===== src/rtl/core/assert_macros.svh =====
// ----------------------------------------------------------------------------
// Assertion macros
// Shared concurrent assertion wrappers, clocked on clk; TLS_ASSERT is disabled during rst.
// ----------------------------------------------------------------------------
`ifndef ASSERT_MACROS_SVH
`define ASSERT_MACROS_SVH

// Checked only outside reset.
`define TLS_ASSERT(label, prop, msg) \
  label: assert property (@(posedge clk) disable iff (rst) prop) else $error(msg);

// Checked at every clock edge, reset included.
`define TLS_ASSERT_ALWAYS(label, prop, msg) \
  label: assert property (@(posedge clk) prop) else $error(msg);

`endif


===== src/rtl/core/tls_pkg.sv =====
// ----------------------------------------------------------------------------
// Line splitter package
// Request and result types, function codes and character constants.
// ----------------------------------------------------------------------------
`timescale 1ns / 1ps

package tls_pkg;

  localparam int unsigned LEN_W = 7;
  localparam int unsigned SLOTS = 3;

  localparam logic [1:0] FUNC_DATA    = 2'd0;
  localparam logic [1:0] FUNC_FLUSH   = 2'd1;
  localparam logic [1:0] FUNC_DISCARD = 2'd2;

  localparam logic KIND_CHAR = 1'b0;
  localparam logic KIND_END  = 1'b1;

  localparam logic [1:0] END_C = 2'd0;
  localparam logic [1:0] END_R = 2'd1;
  localparam logic [1:0] END_X = 2'd2;

  localparam logic [7:0] CHAR_NUL = 8'h00;
  localparam logic [7:0] CHAR_LF  = 8'h0A;
  localparam logic [7:0] CHAR_CR  = 8'h0D;

  typedef struct packed {
    logic [1:0] func;
    logic [7:0] in_byte;
  } req_t;

  typedef struct packed {
    logic             out_kind;
    logic [7:0]       out_char;
    logic [1:0]       end_type;
    logic [LEN_W-1:0] line_length;
    logic             last_of_run;
  } res_t;

  // One result of a request, without its run marker.
  typedef struct packed {
    logic             kind;
    logic [7:0]       ch;
    logic [1:0]       end_type;
    logic [LEN_W-1:0] len;
  } slot_t;

  // All results caused by one request, in order of the set valid bits.
  typedef struct packed {
    logic [SLOTS-1:0] valid;
    slot_t [SLOTS-1:0] slot;
  } run_t;

endpackage


===== src/rtl/core/text_line_splitter.sv =====
// A request's results are registered in the run queue, behind older runs.
// Throughput: one request per cycle unless full; results leave one per cycle
// on pop (up to three per request); the single result port sets the drain rate.
// The run queue (QUEUE_DEPTH runs) absorbs bursts; full rises when it is full.
// Reset (rst, synchronous): line state cleared and the queue emptied; ready at once.
// ----------------------------------------------------------------------------
// Text line splitter
// Splits a byte stream into lines ended by CR, LF, CRLF, a full length or a flush.
// ----------------------------------------------------------------------------
`timescale 1ns / 1ps

module text_line_splitter #(
  parameter int unsigned LINE_LENGTH = 64,
  parameter int unsigned QUEUE_DEPTH = 4
) (
  input  logic          clk,
  input  logic          rst,
  input  logic          push,
  output logic          full,
  input  tls_pkg::req_t item,
  output logic          empty,
  input  logic          pop,
  output tls_pkg::res_t result
);

  tls_pkg::run_t run, head;
  logic          run_push, head_pop, head_empty, accept;

  assign accept = push && !full;

  tls_front #(
    .LINE_LENGTH(LINE_LENGTH)
  ) u_front (
    .clk      (clk),
    .rst      (rst),
    .req      (item),
    .accept   (accept),
    .run      (run),
    .run_push (run_push)
  );

  tls_queue #(
    .DEPTH(QUEUE_DEPTH)
  ) u_queue (
    .clk     (clk),
    .rst     (rst),
    .wr_en   (run_push),
    .wr_data (run),
    .full    (full),
    .rd_en   (head_pop),
    .rd_data (head),
    .empty   (head_empty)
  );

  tls_back u_back (
    .clk        (clk),
    .rst        (rst),
    .head       (head),
    .head_empty (head_empty),
    .head_pop   (head_pop),
    .result     (result),
    .empty      (empty),
    .pop        (pop)
  );

endmodule


===== src/rtl/core/tls_front.sv =====
// ----------------------------------------------------------------------------
// Line splitter front end
// Holds the line state and turns each request into a run of up to three results.
// ----------------------------------------------------------------------------
`timescale 1ns / 1ps
`include "assert_macros.svh"

module tls_front #(
  parameter int unsigned LINE_LENGTH = 64
) (
  input  logic          clk,
  input  logic          rst,
  input  tls_pkg::req_t req,
  input  logic          accept,
  output tls_pkg::run_t run,
  output logic          run_push
);

  localparam logic [tls_pkg::LEN_W-1:0] LINE_MAX = tls_pkg::LEN_W'(LINE_LENGTH);

  logic [tls_pkg::LEN_W-1:0] char_count, char_count_next;
  logic                      cr_pending, cr_pending_next;
  logic                      nul_seen, nul_seen_next;

  logic [tls_pkg::LEN_W-1:0] base_count, inc_count;
  logic                      base_nul, nul_now;

  always_comb begin
    run             = '0;
    char_count_next = char_count;
    cr_pending_next = cr_pending;
    nul_seen_next   = nul_seen;
    // A held CR closes its line first, so a data byte starts from an empty line.
    base_count = cr_pending ? '0 : char_count;
    base_nul   = cr_pending ? 1'b0 : nul_seen;
    nul_now    = base_nul | (req.in_byte == tls_pkg::CHAR_NUL);
    inc_count  = base_count + tls_pkg::LEN_W'(1);
    case (req.func)
      tls_pkg::FUNC_DATA: begin
        if (cr_pending) begin
          run.valid[0]         = 1'b1;
          run.slot[0].kind     = tls_pkg::KIND_END;
          run.slot[0].end_type = (req.in_byte == tls_pkg::CHAR_LF) ? tls_pkg::END_X
                                                                    : tls_pkg::END_R;
          run.slot[0].len      = char_count;
        end
        char_count_next = '0;
        cr_pending_next = 1'b0;
        nul_seen_next   = 1'b0;
        if (cr_pending && req.in_byte == tls_pkg::CHAR_LF) begin
          // The LF completes a CRLF pair and is used up.
        end else if (req.in_byte == tls_pkg::CHAR_CR) begin
          char_count_next = base_count;
          nul_seen_next   = base_nul;
          cr_pending_next = 1'b1;
        end else if (req.in_byte == tls_pkg::CHAR_LF) begin
          run.valid[1]         = 1'b1;
          run.slot[1].kind     = tls_pkg::KIND_END;
          run.slot[1].end_type = tls_pkg::END_X;
          run.slot[1].len      = base_count;
        end else begin
          if (!nul_now) begin
            run.valid[1]     = 1'b1;
            run.slot[1].kind = tls_pkg::KIND_CHAR;
            run.slot[1].ch   = req.in_byte;
          end
          if (inc_count == LINE_MAX) begin
            run.valid[2]         = 1'b1;
            run.slot[2].kind     = tls_pkg::KIND_END;
            run.slot[2].end_type = tls_pkg::END_C;
            run.slot[2].len      = inc_count;
          end else begin
            char_count_next = inc_count;
            nul_seen_next   = nul_now;
          end
        end
      end
      tls_pkg::FUNC_FLUSH: begin
        if (cr_pending || char_count != '0) begin
          run.valid[0]         = 1'b1;
          run.slot[0].kind     = tls_pkg::KIND_END;
          run.slot[0].end_type = cr_pending ? tls_pkg::END_R : tls_pkg::END_C;
          run.slot[0].len      = char_count;
        end
        char_count_next = '0;
        cr_pending_next = 1'b0;
        nul_seen_next   = 1'b0;
      end
      tls_pkg::FUNC_DISCARD: begin
        char_count_next = '0;
        cr_pending_next = 1'b0;
        nul_seen_next   = 1'b0;
      end
      default: begin
      end
    endcase
  end

  assign run_push = accept && (run.valid != '0);

  always_ff @(posedge clk) begin
    if (rst) begin
      char_count <= '0;
      cr_pending <= 1'b0;
      nul_seen   <= 1'b0;
    end else if (accept) begin
      char_count <= char_count_next;
      cr_pending <= cr_pending_next;
      nul_seen   <= nul_seen_next;
    end
  end

  `TLS_ASSERT_ALWAYS(a_count_below_max, rst || char_count < LINE_MAX, "line count reached the maximum")
  `TLS_ASSERT(a_nul_needs_chars, nul_seen |-> char_count != '0, "NUL flag set on an empty line")

endmodule


===== src/rtl/core/tls_queue.sv =====
// ----------------------------------------------------------------------------
// Line splitter run queue
// Short register queue of result runs between the front and back ends.
// ----------------------------------------------------------------------------
`timescale 1ns / 1ps
`include "assert_macros.svh"

module tls_queue #(
  parameter int unsigned DEPTH = 4
) (
  input  logic          clk,
  input  logic          rst,
  input  logic          wr_en,
  input  tls_pkg::run_t wr_data,
  output logic          full,
  input  logic          rd_en,
  output tls_pkg::run_t rd_data,
  output logic          empty
);

  localparam int unsigned PTR_W = (DEPTH > 1) ? $clog2(DEPTH) : 1;
  localparam int unsigned CNT_W = $clog2(DEPTH + 1);
  localparam logic [PTR_W-1:0] PTR_LAST = PTR_W'(DEPTH - 1);
  localparam logic [CNT_W-1:0] CNT_FULL = CNT_W'(DEPTH);

  tls_pkg::run_t    store [DEPTH];
  logic [PTR_W-1:0] wr_ptr, rd_ptr;
  logic [CNT_W-1:0] count;
  logic             do_wr, do_rd;

  assign full    = (count == CNT_FULL);
  assign empty   = (count == '0);
  assign do_wr   = wr_en && !full;
  assign do_rd   = rd_en && !empty;
  assign rd_data = store[rd_ptr];

  always_ff @(posedge clk) begin
    if (do_wr) begin
      store[wr_ptr] <= wr_data;
    end
  end

  always_ff @(posedge clk) begin
    if (rst) begin
      wr_ptr <= '0;
      rd_ptr <= '0;
      count  <= '0;
    end else begin
      if (do_wr) begin
        wr_ptr <= (wr_ptr == PTR_LAST) ? '0 : wr_ptr + PTR_W'(1);
      end
      if (do_rd) begin
        rd_ptr <= (rd_ptr == PTR_LAST) ? '0 : rd_ptr + PTR_W'(1);
      end
      if (do_wr && !do_rd) begin
        count <= count + CNT_W'(1);
      end else if (do_rd && !do_wr) begin
        count <= count - CNT_W'(1);
      end
    end
  end

  `TLS_ASSERT(a_count_bound, count <= CNT_FULL, "queue count beyond depth")
  `TLS_ASSERT(a_count_step, do_wr && !do_rd |=> count == $past(count) + CNT_W'(1), "queue count did not step")

endmodule


===== src/rtl/core/tls_back.sv =====
// ----------------------------------------------------------------------------
// Line splitter back end
// Walks the valid slots of the oldest run and hands out one result per pop.
// ----------------------------------------------------------------------------
`timescale 1ns / 1ps
`include "assert_macros.svh"

module tls_back (
  input  logic          clk,
  input  logic          rst,
  input  tls_pkg::run_t head,
  input  logic          head_empty,
  output logic          head_pop,
  output tls_pkg::res_t result,
  output logic          empty,
  input  logic          pop
);

  logic [tls_pkg::SLOTS-1:0] done;
  logic [tls_pkg::SLOTS-1:0] pending, pick, after;
  tls_pkg::slot_t            cur;
  logic                      take;

  assign pending = head.valid & ~done;
  // Lowest remaining slot comes out first.
  assign pick    = pending & (~pending + tls_pkg::SLOTS'(1));
  assign after   = pending & ~pick;
  assign empty   = head_empty;
  assign take    = pop && !head_empty;

  always_comb begin
    case (pick)
      3'b001:  cur = head.slot[0];
      3'b010:  cur = head.slot[1];
      3'b100:  cur = head.slot[2];
      default: cur = head.slot[0];
    endcase
  end

  assign result.out_kind    = cur.kind;
  assign result.out_char    = cur.ch;
  assign result.end_type    = cur.end_type;
  assign result.line_length = cur.len;
  assign result.last_of_run = (after == '0);
  assign head_pop           = take && (after == '0);

  always_ff @(posedge clk) begin
    if (rst) begin
      done <= '0;
    end else if (take) begin
      done <= (after == '0) ? '0 : (done | pick);
    end
  end

  `TLS_ASSERT(a_head_has_work, !head_empty |-> pending != '0, "waiting run has no result left")
  `TLS_ASSERT(a_done_clears, head_pop |=> done == '0, "slot marks kept after a run left")

endmodule


===== config.mk =====
export PLATFORM = sky130hd
export DESIGN_NAME = text_line_splitter
export DESIGN_NICKNAME = d
export VERILOG_FILES = /design/src/rtl/core/tls_pkg.sv /design/src/rtl/core/text_line_splitter.sv /design/src/rtl/core/tls_front.sv /design/src/rtl/core/tls_queue.sv /design/src/rtl/core/tls_back.sv
export VERILOG_INCLUDE_DIRS = /design/src /design/src/rtl/core
export SDC_FILE = /design/constraint.sdc
export NUM_CORES = 1
export LEC_CHECK = 0
export BUFFER_PORTS_ARGS = -buffer_cell sky130_fd_sc_hd__buf_2
export CAP_MARGIN = 10
export CORE_MARGIN = 5
export CORE_UTILIZATION = 45
export CTS_CLUSTER_SIZE = 16
export DETAILED_ROUTE_END_ITERATION = 10
export MAX_ROUTING_LAYER = met4
export REMOVE_ABC_BUFFERS = 1
export SETUP_SLACK_MARGIN = 0.1
export SLEW_MARGIN = 20
export SYNTH_ARGS = -nofsm -noshare
export SYNTH_HDL_FRONTEND = slang
export SYNTH_SLANG_ARGS = --single-unit

===== constraint.sdc =====
create_clock -name clk -period 3.25 [get_ports clk]
set_input_delay 0.325 -clock clk [delete_from_list [all_inputs] [get_ports clk]]
set_output_delay 0.325 -clock clk [all_outputs]
set_load 0.01 [all_outputs]

# --- Word level (Yosys, flattened, before mapping) ---
# Memory sizes are Yosys's and may differ from the RTL's. A register that Yosys moved wholly into a read port is not among the register bits.
# Cells that the tools add are included.
totals:
  wordCells: 108
  mem_count: 1
  reg_bits: 19
  inputBits: 14
  ramBits: 164
  output_inout_bits: 21
classes:
  n_eq_ne: 10
  bitwise_logic: 8
  n_reduce_logical: 24
  n_mux: 52
  addsub: 6
mem_list:
  columns: ["memory", "words", "width", "read_ports", "rd_ports_with_merged_regs", "wr", "line", "text"]
  rows:
  - ["u_queue.store", 4, 41, 1, 1, 1, "tls_queue.sv:26", "tls_pkg::run_t store [DEPTH];"]
ops:
  columns: ["operator", "n"]
  rows:
  - ["$mux 27", 3]
  - ["$mux 7", 6]
  - ["$mux 9", 4]
  - ["$pmux 18 s2", 1]
  - ["$mux 1", 20]
  - ["$pmux 9 s2", 1]
  - ["$eq 8x4->1 const B", 2]
  - ["$mux 2", 8]
  - ["$mux 8", 2]
  - ["$pmux 7 s2", 1]
  - ["$and 3x3->3", 3]
  - ["$logic_and 1x1->1", 9]
  - ["$mux 3", 3]
  - ["$not 3->3", 3]
  - ["$logic_not 8->1", 1]
  - ["$add 7x1->7 const B", 1]
  - ["$eq 7x7->1 const B", 1]
  - ["$reduce_bool 7->1", 1]
  - ["$add 3x1->3 const B", 2]
  - ["$eq 2x2->1 const B", 3]
  - ["$eq 3x3->1 const B", 2]
  - ["$logic_not 3->1", 2]
  - ["$pmux 1 s2", 3]
  - ["$add 2x1->2 const B", 2]
  - ["12 further kinds", 16]

# --- Logic depth before layout (Yosys ltp) ---
depth:
  ltp_word: 15
  depth_mapped: 15
  mapped_depth_nobuf: 14

# --- Hierarchy ---
# From an unflattened synthesis, not the netlist that was laid out.
unflattened:
  cells_unflattened: 585
  hier_area_um2: 10513.8
modules_own_cells:
  columns: ["mod", "seq_area_each_um2", "n_inst", "area_each_um2", "cells_each"]
  rows:
  - ["tls_queue", 7026.7, 1, 8720.9, 347]
  - ["tls_front", 180.2, 1, 1218.7, 167]
  - ["tls_back", 60.1, 1, 560.5, 70]
  - ["text_line_splitter", 0.0, 1, 13.8, 1]

# --- Worst setup path before layout ---
# No wires, ideal clock.
synth_timing:
  path_type: "register to register"
  start: "register u_front.cr_pending"
  end: "register u_queue.count[2]"
  slack_ns: -0.255
  stages_incl_launch_ff: 16
  setup_time_ns: 0.071
  t_arrival_ns: 3.434
  n_path_buf: 1
  period_less_slack_ns: 3.505
  t_required_ns: 3.179
  path_cell_list: "dfxtp_1 clkbuf_1 nand2b_1 inv_1 ha_1 nand3_1 or3_1 a22oi_1 a311oi_2 nor2_1 ha_1 inv_1 fa_1 xor2_1 or3_1 a21oi_1"
synth_via:
  elab_chain_cells: 14
  word_cells_on_any_way: 25
  cone_classes: "add/sub: 1; eq/ne: 1; mux: 13; bitwise: 1; reduce/logical: 9"
synth_rtl:
  columns: ["item", "line", "text"]
  rows:
  - ["from (decl)", "tls_front.sv:22", "logic cr_pending, cr_pending_next;"]
  - ["from (signal assigned)", "tls_front.sv:108", "cr_pending <= cr_pending_next;"]
  - ["$mux 7", "tls_front.sv:34", "base_count = cr_pending ? '0 : char_count;"]
  - ["$add 7x1->7", "tls_front.sv:37", "inc_count = base_count + tls_pkg::LEN_W'(1);"]
  - ["$eq 7x7->1", "tls_front.sv:67", "if (inc_count == LINE_MAX) begin"]
  - ["$mux 1", "tls_front.sv:67", null]
  - ["$mux 1", "tls_front.sv:56", "end else if (req.in_byte == tls_pkg::CHAR_LF) begin"]
  - ["$mux 2", "tls_front.sv:52", "end else if (req.in_byte == tls_pkg::CHAR_CR) begin"]
  - ["$mux 2", "tls_front.sv:50", "if (cr_pending && req.in_byte == tls_pkg::CHAR_LF) begin"]
  - ["$mux 2", "tls_front.sv:38", "case (req.func)"]
  - ["$reduce_bool 3->1 *", "tls_front.sv:99", "assign run_push = accept && (run.valid != '0);"]
  - ["$logic_and 1x1->1 *", "tls_front.sv:99", null]
  - ["$logic_and 1x1->1 *", "tls_queue.sv:33", "assign do_wr = wr_en && !full;"]
  - ["named net u_queue.do_wr", "tls_queue.sv:29", "logic do_wr, do_rd;"]
  - ["$logic_not 1->1", "tls_queue.sv:57", "end else if (do_rd && !do_wr) begin"]
  - ["$logic_and 1x1->1", "tls_queue.sv:57", null]
  - ["$reduce_bool 2->1 (no source line)", null, null]
  - ["to (signal assigned)", "tls_queue.sv:56", "count <= count + CNT_W'(1);"]
  - ["to (signal assigned)", "tls_queue.sv:58", "count <= count - CNT_W'(1);"]
  - ["to (decl)", "tls_queue.sv:28", "logic [CNT_W-1:0] count;"]
# Mark *: on every way through the listed nets, which the timed path passes. The rest lies on a longest branch.
# A chain may end at the register's enable or synchronous reset.

# --- Final worst setup path ---
# Ends and elaborated chain as after synthesis.

==> metrics.md <==
| Metric | Value |
|---|---|
| Status | finished, final reports clean |
| Cells after synthesis | between 400 and 500 |
| Synthesized area | around 0.007 mm2 |
| Synth cell types | 63 |
| Core box area | 0.0152 mm2 |
| Total of max-cap violations | 0 |
| Clock sinks | ~160 |
| Final Cycle Share | between 90% and 100% |
| Worst Path Arrival | around 3.4 ns |
| Crit Path Class | reg -> reg |
| Gpl congestion | 0.803 |
| Number of global-route vias before repair | about 4.1k |
| Die height | around 130 um |
| Worst R2R Path Depth | 15 |
| First-pass GRT wire length | around 23000 um |
| Max incr delay on CP | around 0.38 ns |
| Antenna violations before repair | 0 |
| Highest routed layer | met4 |
| # diodes | 0 |
| Post-synth ARST share | 0% |
| Met3 WL post-DR | approximately 550 um |
| Worst-Margin Slew | roughly 0.56 ns |
| Num CTS Buffers | 17 |
| CTS tree | done |
| Synth area leader | edfxtp_1 |
| Layout Nets | between 500 and 600 |
| Pwr Total | ~5.6 mW |
| Crit start category | register |
| Post-layout util | approximately 54% |
| Hold Path Depth | 2 |
| DIE AREA | approximately 0.018 mm2 |
| Most frequent cells in the layout | edfxtp_1, mux4_2, buf_2 |
| Initial core utilization | between 40 and 50% |
| Hold buffer count at CTS | 0 |
| Top cell type's share of synthesized area | approximately three fifths |
| Slew HR | around 62% |
| DR iter-0 viols | 362 |
| Max IR drop VDD | ~0.44 mV |
| Crit path capture type | register |
| Routed Antenna Nets | 0 |
| Cell Pwr Density | approximately 670 mW/mm2 |
| Commonest non-fill, non-tap cell in the layout | edfxtp_1 |
| Largest net degree at the start of global routing | 36 |
| Routed WL | approximately 14000 um |
| Ys flop type | edfxtp_1 |
| H-tree levels | 4 |
| Root buf cell | clkbuf_16 |
| Syn Area/Cell | ~16 um2 |
| IO Pins | 35 |
| Drt drc | 0 |
| Final std cells w/o fill | 701 |
| I/O Buffers | 34 |
| Share of cells above drive strength 1 | 29.0% |
| Final Critical Period | between 3 and 4 ns |
| Fin. Hold Viols | 0 |
| Initial DRT Pass Iterations | 5 |
| Syn-to-layout area delta | 18.3% |
| Clock skew | about 0.014 ns |
| Yosys warnings | 0 |
| RSZ-0062 raised after global routing | no |
| Met2 WL | between 6000 and 7000 um |
| Leak | just under 3 nW |
| Critical path cell sequence | nand2b_4 > inv_2 > ha_1 > buf_4 > xnor2_1 > nand3_1 > a22oi_2 > a311oi_2 > nor2_1 > ha_2 > inv_1 > fa_2 > xor2_1 > or3_1 > a21oi_1 |
| Chip Width | about 130 um |
| Via count | roughly 4.0k |
| Clock slew at reported path FFs | around 0.06 ns |
| Slew Limit Fails | 0 |
| Synth area leaders | edfxtp_1, mux4_2, dfxtp_1 |
| Synth Register Bits | 161 |
| Gr ovfl total | 0 |
| Clk buf depth | 2 |
| Slowest-stage cell, CP | fa_2 |
| Row cnt | 45 |
| Post-synth EDFFs | between 100 and 150 |
| Number of vias per cell | roughly 5.7 |
| CP max FO | 4 |
| WL met1 | between 6000 and 7000 um |
| Setup violations, final | 0 |
| Placed insts | 668 |
| Type of the tightest min-delay check | in -> reg |
| HPWL after DPL | 9010 um |
| Total GRT Usage | 16.9% |
| Clock latency on the worst-skew pair | around 0.42 ns |
| Avg WL per Cell | between 20 and 25 um |
| WP data required | roughly 3.6 ns |
| Fmax | approximately 0.33 GHz |
| Register area share after synthesis | roughly two thirds |
cells in the mapped netlist (2+ instances only):
cell / n
edfxtp_1: 140
mux4_2: 35
dfxtp_1: 21
nor2_1: 21
and3_1: 19
nor2b_1: 16
a21oi_1: 12
nand2_1: 12
and2_1: 11
ha_1: 11
clkbuf_1: 9
inv_1: 9
o21ai_0: 9
buf_2: 8
nand3_1: 8
a221o_1: 7
nand2b_1: 6
nor3_1: 6
and2_2: 5
or3_1: 4
a22o_1: 3
xnor2_1: 3
a211oi_1: 2
a21o_1: 2
a22oi_1: 2
and3b_1: 2
buf_6: 2
mux2i_1: 2
nand2_2: 2
nand3b_1: 2
nand4_1: 2
nor4_1: 2
o21a_1: 2
xor2_1: 2
registers in the layout (all words and copies together), names as in the netlist, named ones only:
name,cells
u_back.done,3
u_front.char_count,7
u_front.cr_pending,1
u_front.nul_seen,1
u_queue.count,3
u_queue.rd_ptr,2
u_queue.store,140
u_queue.wr_ptr,2
worst max-delay path, delay by kind of cell (launching register included):
family	cells	cell delay (ns)
buffers and inverters	3	0.25
xor gates and xnor gates	2	0.28
and+or+nand+nor	4	0.74
DFF	1	0.35
adders and majority gates	3	0.80
AOI/OAI and AO/OA	3	0.51
routing by layer:
metal  up-vias  global-route usage [%]
met3        18                    3.24
met5         -                       -
li1       1824                       -
met4         0                    5.43
met1      2063                    22.6
met2       100                    26.5
final timing paths:
path	end	startpoint	slack, ns
min reg2reg	u_back.done[0]$_SDFFE_PP0P_	u_back.done[0]$_SDFFE_PP0P_	0.48
max	u_queue.count[2]$_SDFFE_PP0P_	u_front.cr_pending$_SDFFE_PP0P_	0.25
max reg2reg	u_queue.count[2]$_SDFFE_PP0P_	u_front.cr_pending$_SDFFE_PP0P_	0.25
min	u_queue.count[0]$_SDFFE_PP0P_	rst	0.28
layout make-up:
| type | count | area (um2) |
|---|---|---|
| fillers | 1213 | 6950 |
| flip-flops and latches | 161 | 4630 |
| multi-input cells | 254 | 2310 |
| clock buffers | 19 | 433 |
| repair buffers | 58 | 400 |
| well taps | 188 | 235 |
| clock inverters | 12 | 214 |
| inverters | 9 | 33.8 |
logic make-up (layout without fill, tap and decap cells):
logic type	Yosys count	after routing	share of synthesized area, %
multiplexers	37	37	11.6
other	1	16	0.0537
AND/OR/NAND/NOR	131	131	11.3
buffers and inverters	28	98	1.86
flip-flops	161	161	66.3
AO/OA/AOI/OAI	52	52	5.86
adder cells (fa/ha/maj)	13	13	2.40
XOR/XNOR	5	5	0.628
through the flow:
stage | setup WS (ns) | instance area [um2] | TNS [ns] | hold WS, ns
after floorplan | -0.801 | 6940 | -19.91 | 0.394
after global placement | 0.0965 | 7560 | 0 | 0.446
after detailed placement | -0.0158 | 7560 | -0.0158 | 0.446
after CTS | 0.115 | 8220 | 0 | 0.266
after global routing | 0.100 | 8260 | 0 | 0.293
final | 0.249 | 8260 | 0 | 0.284
timing repair:
item                                    4_1_cts  5_1_grt
endpoints found under the setup margin        2        2
pin swaps                                     2        6
buffers inserted                              1        1
resized for setup                             2        8
power by group:
group          switching [mW]  internal [mW]  leakage, nW
clock                   0.758           1.43        0.312
combinational           0.547          0.479         1.20
sequential             0.0471           2.31         1.43
Note: power is estimated with default switching activity, not from simulation.
